[config.mk]
export PLATFORM = sky130hd
export DESIGN_NAME = bpgf_ctrl
export DESIGN_NICKNAME = d
export VERILOG_FILES = /design/src/rtl/bpgf_pkg.sv /design/src/rtl/bpgf_ctrl.sv
export SDC_FILE = /design/constraint.sdc
export NUM_CORES = 1
export LEC_CHECK = 0
export CAP_MARGIN = 25
export CORE_AREA = 3 3 40 42
export CTS_CLUSTER_SIZE = 20
export DETAILED_ROUTE_END_ITERATION = 16
export DIE_AREA = 0 0 43 45
export DONT_BUFFER_PORTS = 1
export PLACE_DENSITY = 0.65
export SKIP_CTS_REPAIR_TIMING = 1
export SLEW_MARGIN = 20
export SYNTH_ARGS = -nofsm -noshare
export SYNTH_HDL_FRONTEND = slang
export SYNTH_SLANG_ARGS = --single-unit
[constraint.sdc]
create_clock -name clk -period 4.6 [get_ports clk]
set_clock_uncertainty 0.15 [all_clocks]
set_input_delay 0.46 -clock clk [delete_from_list [all_inputs] [get_ports clk]]
set_output_delay 0.46 -clock clk [all_outputs]
set_load 0.005 [all_outputs]
[src/rtl/bpgf_pkg.sv]
package bpgf_pkg;

  localparam int PitchW = 16;
  localparam int RateW = 16;
  localparam int TimeW = 32;
  localparam int DriveW = 16;
  localparam int StatusW = 2;
  localparam int CfgIdxW = 3;
  localparam int CfgDataW = 16;

  localparam logic [StatusW-1:0] STATUS_REGULATING = 2'd0;
  localparam logic [StatusW-1:0] STATUS_NO_SAMPLE = 2'd1;
  localparam logic [StatusW-1:0] STATUS_FAILSAFE = 2'd2;

  localparam logic [CfgIdxW-1:0] CFG_PITCH_REFERENCE = 3'd0;
  localparam logic [CfgIdxW-1:0] CFG_GAIN_ANGLE = 3'd1;
  localparam logic [CfgIdxW-1:0] CFG_GAIN_INTEGRAL = 3'd2;
  localparam logic [CfgIdxW-1:0] CFG_GAIN_RATE = 3'd3;
  localparam logic [CfgIdxW-1:0] CFG_GAIN_GRAVITY = 3'd4;
  localparam logic [CfgIdxW-1:0] CFG_INTEGRATOR_LIMIT = 3'd5;
  localparam logic [CfgIdxW-1:0] CFG_FAILSAFE_ANGLE = 3'd6;
  localparam logic [CfgIdxW-1:0] CFG_DRIVE_LIMIT = 3'd7;

  localparam logic [14:0] FAILSAFE_RESET = 15'd6434;

  localparam int SIGN_LEFT = 1;
  localparam int SIGN_RIGHT = 1;

  localparam logic signed [16:0] PI_Q13 = 17'sd25736;
  localparam logic signed [16:0] HALF_PI_Q13 = 17'sd12868;
  localparam logic [15:0] DT_DEFAULT_US = 16'd1000;
  localparam logic [31:0] DT_MAX_US = 32'd50000;
  localparam logic [17:0] DIV_DIVISOR = 18'd15625;
  localparam logic [25:0] DIV_RECIP = 26'd35184372;
  localparam logic [41:0] DIV_ROUND = 42'd7812;
  localparam logic [3:0] DIV_EST_STEP = 4'd0;
  localparam logic [3:0] DIV_REM_STEP = 4'd1;
  localparam logic signed [27:0] CORDIC_GAIN_Q24 = 28'sd10188014;

  localparam int CORDIC_STEPS = 16;
  localparam int MUL_TERMS = 4;
  localparam int CntW = 6;

  localparam logic [1:0] TERM_ANGLE = 2'd0;
  localparam logic [1:0] TERM_INTEGRAL = 2'd1;
  localparam logic [1:0] TERM_RATE = 2'd2;
  localparam logic [1:0] TERM_GRAVITY = 2'd3;

  typedef enum logic [2:0] {
    S_IDLE,
    S_CHECK,
    S_PRODUCT,
    S_LOAD,
    S_ITER,
    S_INTEG,
    S_MUL,
    S_FINISH
  } state_t;

  typedef struct packed {
    logic       capture;
    logic       check;
    logic       product;
    logic       load;
    logic       iter;
    logic [3:0] step;
    logic       integ;
    logic       mul_issue;
    logic       acc_en;
    logic [1:0] term;
    logic       load_out;
  } cmd_t;

  typedef struct packed {
    logic regulating;
  } sts_t;

  function automatic logic signed [19:0] atan_q16(input logic [3:0] i);
    logic signed [19:0] v;
    case (i)
      4'd0: v = 20'sd51472;
      4'd1: v = 20'sd30385;
      4'd2: v = 20'sd16055;
      4'd3: v = 20'sd8150;
      4'd4: v = 20'sd4091;
      4'd5: v = 20'sd2047;
      4'd6: v = 20'sd1024;
      4'd7: v = 20'sd512;
      4'd8: v = 20'sd256;
      4'd9: v = 20'sd128;
      4'd10: v = 20'sd64;
      4'd11: v = 20'sd32;
      4'd12: v = 20'sd16;
      4'd13: v = 20'sd8;
      4'd14: v = 20'sd4;
      default: v = 20'sd2;
    endcase
    return v;
  endfunction

endpackage

[src/rtl/bpgf_ctrl.sv]
module bpgf_ctrl import bpgf_pkg::*; (
  input  logic clk,
  input  logic rst_n,
  input  logic in_valid,
  output logic in_ready,
  output logic out_valid,
  input  logic out_ready,
  input  sts_t sts,
  output cmd_t cmd
);

  state_t state_r, state_nxt;
  logic [CntW-1:0] cnt_r, cnt_nxt;
  logic out_valid_r, out_valid_nxt;
  logic out_free;

  assign out_free = !out_valid_r || out_ready;
  assign out_valid = out_valid_r;
  assign in_ready = state_r == S_IDLE;

  always_comb begin
    state_nxt = state_r;
    cnt_nxt = '0;
    case (state_r)
      S_IDLE:    if (in_valid) state_nxt = S_CHECK;
      S_CHECK:   state_nxt = sts.regulating ? S_PRODUCT : S_FINISH;
      S_PRODUCT: state_nxt = S_LOAD;
      S_LOAD:    state_nxt = S_ITER;
      S_ITER: begin
        if (cnt_r == CntW'(CORDIC_STEPS - 1)) state_nxt = S_INTEG;
        else cnt_nxt = cnt_r + 1'b1;
      end
      S_INTEG:   state_nxt = S_MUL;
      S_MUL: begin
        if (cnt_r == CntW'(MUL_TERMS)) state_nxt = S_FINISH;
        else cnt_nxt = cnt_r + 1'b1;
      end
      S_FINISH:  if (out_free) state_nxt = S_IDLE;
      default:   state_nxt = S_IDLE;
    endcase
  end

  always_comb begin
    cmd = '0;
    cmd.step = cnt_r[3:0];
    cmd.term = cnt_r[1:0];
    out_valid_nxt = out_valid_r && !out_ready;
    case (state_r)
      S_IDLE:    cmd.capture = in_valid;
      S_CHECK:   cmd.check = 1'b1;
      S_PRODUCT: cmd.product = 1'b1;
      S_LOAD:    cmd.load = 1'b1;
      S_ITER:    cmd.iter = 1'b1;
      S_INTEG:   cmd.integ = 1'b1;
      S_MUL: begin
        cmd.mul_issue = cnt_r < CntW'(MUL_TERMS);
        cmd.acc_en = cnt_r != '0;
      end
      S_FINISH: begin
        cmd.load_out = out_free;
        if (out_free) out_valid_nxt = 1'b1;
      end
      default: ;
    endcase
  end

  always_ff @(posedge clk) begin
    if (!rst_n) begin
      state_r <= S_IDLE;
      cnt_r <= '0;
      out_valid_r <= 1'b0;
    end else begin
      state_r <= state_nxt;
      cnt_r <= cnt_nxt;
      out_valid_r <= out_valid_nxt;
    end
  end

  a_out_hold: assert property (@(posedge clk) disable iff (!rst_n)
    out_valid_r && !out_ready |=> out_valid_r)
    else $error("result dropped while stalled");
  a_finish_loads: assert property (@(posedge clk) disable iff (!rst_n)
    state_r == S_FINISH && out_free |=> out_valid_r && state_r == S_IDLE)
    else $error("finished result not presented");
  a_accept_check: assert property (@(posedge clk) disable iff (!rst_n)
    in_valid && in_ready |=> state_r == S_CHECK)
    else $error("accepted sample not checked");
  a_iter_bound: assert property (@(posedge clk) disable iff (!rst_n)
    state_r == S_ITER |-> cnt_r < CntW'(CORDIC_STEPS))
    else $error("iteration count overrun");

endmodule

Word-level counts from Yosys, hierarchy flattened
Index checks and enable logic that the tools add are counted.
- register bits: 10
- bits in latches: 0
- RAM bits: 0
- ROM bits: 0
- input bits: 5
- output and inout port bits: 17
- logic and storage cells: 44
- memories kept: 0
- add/sub/neg operators: 1
- multiply operators: 0
- divide/modulo/power cells: 0
- $lt $le $gt $ge: 1
- equal/unequal tests: 13
- shift-type cells: 0
- mux-type cells: 19
- bitwise operators: 0
- reduce and logical (&&, ||, !) cells: 7
- operators by type and width (kind ; number):
    case mux 3 bit (8 select lines) ; 1
    two-way mux 3 bit ; 5
    == test 3 bit, second input constant ; 4
    two-way mux 6 bit ; 2
    case mux 6 bit (2 select lines) ; 1
    two-way mux 1 bit ; 9
    != test 2 bit, second input constant ; 4
    adder 6 x 1 -> 6 bit, second input constant ; 1
    == test 3 x 2 -> 1 bit, second input constant ; 2
    == test 6 x 3 -> 1 bit, second input constant ; 1
    == test 6 x 4 -> 1 bit, second input constant ; 1
    less-than comparator 6 x 3 -> 1 bit, second input constant ; 1
    nonzero test 6 bit ; 1
    AND reduction 4 bit ; 1
    == test 3 x 1 -> 1 bit, second input constant ; 1
    zero test 3 bit ; 1
    zero test 1 bit ; 2
    two-way mux 2 bit ; 1
    logical AND 1 bit ; 1
    logical OR 1 bit ; 1

Depth between registers and ports, before layout
- depth in word-level cells: 4
- depth in mapped cells: 6
- mapped depth without buffers: 6

Worst setup path before layout
OpenSTA, ideal clock, no wires.
- path kind: register to register
- start: register state_r[0]
- end: register state_r[0]
- arrival: 1.371 ns
- data required time: 4.378 ns
- slack: 3.008 ns
- cell stages (with the launch flop): 7
- clock period less this slack: 1.592 ns
- cell sequence: dfxtp_1 inv_1 ha_1 and2_1 o31a_1 nor3_4 mux2i_1
- cells in the longest elaborated chain, start to end: 3
- ends and longest elaborated chain (element ; line ; text):
    from (decl) ; bpgf_ctrl.sv:12 ; state_t state_r, state_nxt;
    from (signal assigned) ; bpgf_ctrl.sv:73 ; state_r <= state_nxt;
    == test 3 bit / zero test 3 bit (equally long branches) ; bpgf_ctrl.sv:24 ; case (state_r)
    != test 2 bit (no source line) ; -- ;
    AND reduction 4 bit (no source line) ; -- ;
Parallel ways exist; a longest one is shown, timed or not.
A chain may end at the register's enable or synchronous reset.

==> results by group <==
Floorplanning
  • Initial core utilization: 52.29%
  • FP Rows: 13
  • Io pins: 22
  • Width of the die: 43 µm
  • Die area: 0.001935 mm²
  • Core Footprint: 0.001285 mm²
  • Vert. Die Dim: 45 µm

Synth
  • Yosys top cell by area: dfxtp_1
  • Synth Area in XOR/XNOR: 5.214%
  • Number of synthesized flops with an enable pin: 0
  • Seq/Total Area, Yosys: 29.80%
  • YS warnings: 0
  • Largest cells by area after synthesis: dfxtp_1, ha_1, buf_4, nor2b_1, nand2_1
  • Synth Register Bits: 10
  • Adder-Cell Fraction of Synth Area: 11.17%
  • Synth Flop Type: dfxtp_1
  • Ys async rst share: 0%
  • Syn Nets: 90
  • Yosys cell types: 30
  • Synthesized area: 671.9 µm²
  • Compound-Gate Fraction of Synth Area: 13.78%
  • Largest family of logic cells by synthesized area: simple AND/OR/NAND/NOR gates
  • Synth Area in Simple Gates: 26.26%
  • Syn avg cell area: 8.505 µm²
  • Yosys top cell area share: 29.80%
  • Post-Syn Instances: 79
  • Mux cell area share after synthesis: 2.980%

STA
  • Setup ws final: 2.647 ns
  • Final hold viol count: 0
  • Max Fclk: 511.9 MHz
  • Relative slew margins: 76.61%
  • Fin crit share: 42.46%
  • Final setup fails: 0
  • Pins Over Slew Limit: 0
  • Setup TNS: 0 ns
  • Slew @ Worst Pin: 0.3503 ns
  • Period minus WS final: 1.953 ns
  • RSZ-0062 raised after global routing: no

GRT
  • Vias in the first global route: 498
  • GRT overflow: 0
  • Largest net degree at the start of global routing: 13
  • Initial antenna violation count: 0
  • All-layer global routing usage: 14.23%
  • First-pass GRT wire length: 2.035 mm

Setup path
  • Critical path's slowest cell: dfxtp_1
  • Reg-to-reg slack, setup: 2.82 ns
  • CP arrival: 1.34 ns
  • Startpoint Class: register
  • Crit. End Element: primary output
  • Most Frequent Cell on Critical Path: inv_1
  • CP cell instances: inv_1 -> ha_1 -> nand2b_1 -> inv_1 -> and2_1
  • Crit path required time: 3.99 ns
  • Critical path fanouts, max: 4
  • Critical path's largest stage delay: 0.38 ns
  • Critical path class: reg2out

Routing
  • Drt total wl: 1.204 mm
  • DR vias: 506
  • Router iterations before antenna repair: 4
  • Initial DRC count: 16
  • DR vias/cell: 5.622
  • Post-route antenna net violation count: 0
  • DRC: 0
  • DR WL/cell: 13.38 µm

Clocking
  • Total CTS buffers: 3
  • Clock root cell: clkbuf_4
  • CTS tree: done
  • Sink Count: 10
  • Clk Latency, worst-skew pair: 0.27 ns
  • Clk slew on worst S/H paths: 0.07 ns
  • H-tree depth: 1
  • Max Buffers Root-to-Sink: 2

Run status
  • Status: complete, no violations

Pwr
  • Peak VDD IR: 359.7 µV
  • Pwr dens: 516.6 mW/mm²
  • Leakage dissipation: 0.2827 nW

Cells and area
  • Diodes inserted: 0
  • Nets: 87
  • Most common cell after layout, fill and taps aside: dfxtp_1
  • Fraction of layout cells with a size suffix above 1: 9.333%
  • Fin cells: 90
  • Util after Layout: 52.39%
  • Area Growth Syn to Fin: 0.1863%
  • Most frequent cells in the layout: dfxtp_1, nor2b_1, nand2_1, nor2_1, ha_1

Placed design
  • Placed Cells: 86
  • HPWL after DPL: 926.1 µm
  • IO Port Bufs: 0
  • Place WS: 2.816 ns
  • Routability Congestion: 0.6816

Min path
  • Class of the worst hold path: in2reg

Run
  • Max-cap violations: 0
[worst max-delay path, delay by kind of cell, from the launching register on]
family | cells | cell delay [ns]
buffers and inverters | 2 | 0.16
DFF | 1 | 0.38
and+or+nand+nor | 2 | 0.31
adders and majority gates | 1 | 0.24
[worst paths after layout]
path	from	end	depth (start not counted)
hold reg to reg	state_r[0]$_SDFFE_PN0P_	state_r[0]$_SDFFE_PN0P_	2
setup reg to reg	cnt_r[0]$_SDFF_PN0_	state_r[1]$_SDFFE_PN0P_	5
hold / removal	rst_n	cnt_r[2]$_SDFF_PN0_	1
setup / recovery	state_r[0]$_SDFFE_PN0P_	cmd[14]	5
[layer usage]
metal / vias to the layer above / global-route usage [%] / part of all wire, %
li1: 246 / - / -
met1: 235 / 17.36 / 44
met2: 21 / 21.26 / 44
met3: 4 / 6.375 / 9.2
met4: 0 / 7.229 / 2.2
met5: - / 0 / 0
[logic make-up (layout without fill, tap and decap cells)]
group / Yosys count / in the layout
and+or+nand+nor: 32 / 32
buffers and inverters: 13 / 9
AOI/OAI and AO/OA: 12 / 12
DFF: 10 / 10
adders and majority gates: 6 / 6
xor gates and xnor gates: 4 / 4
muxes: 2 / 2
[Yosys cell counts (all sizes together), types with 2 or more instances]
| cell type | n |
|---|---|
| a21oi | 2 |
| and2 | 3 |
| buf | 7 |
| dfxtp | 10 |
| ha | 6 |
| inv | 5 |
| mux2i | 2 |
| nand2 | 7 |
| nand2b | 2 |
| nand3 | 2 |
| nor2 | 7 |
| nor2b | 7 |
| nor3 | 3 |
| o21ai | 2 |
| xor2 | 3 |
[where the power goes]
part	switching, mW	internal (mW)
Clock	0.0296	0.0480
Combinational	0.0834	0.0617
Sequential	0.0235	0.102
Total	0.136	0.211
[cell type report]
cell class | count | area, µm²
clock buffer | 4 | 36.28
sequential | 10 | 200.2
fill | 124 | 611.8
tap | 15 | 18.77
multi-input combinational | 56 | 399.1
inverter | 5 | 18.77
[registers in the layout (all words and copies together), names as in the netlist]
name       count
cnt_r          6
out_valid      1
state_r        3
[stage by stage]
stage	power, mW	hold slack [ns]	area (µm²)
floorplan	0.2521	0.3030	671.9
global placement	0.2716	0.3387	636.9
detailed placement	0.2723	0.3500	636.9
CTS	0.3512	0.1612	673.1
global route	0.3793	0.1618	673.1
finish	0.3477	0.1698	673.1
Power figures use the tool's default switching activity.
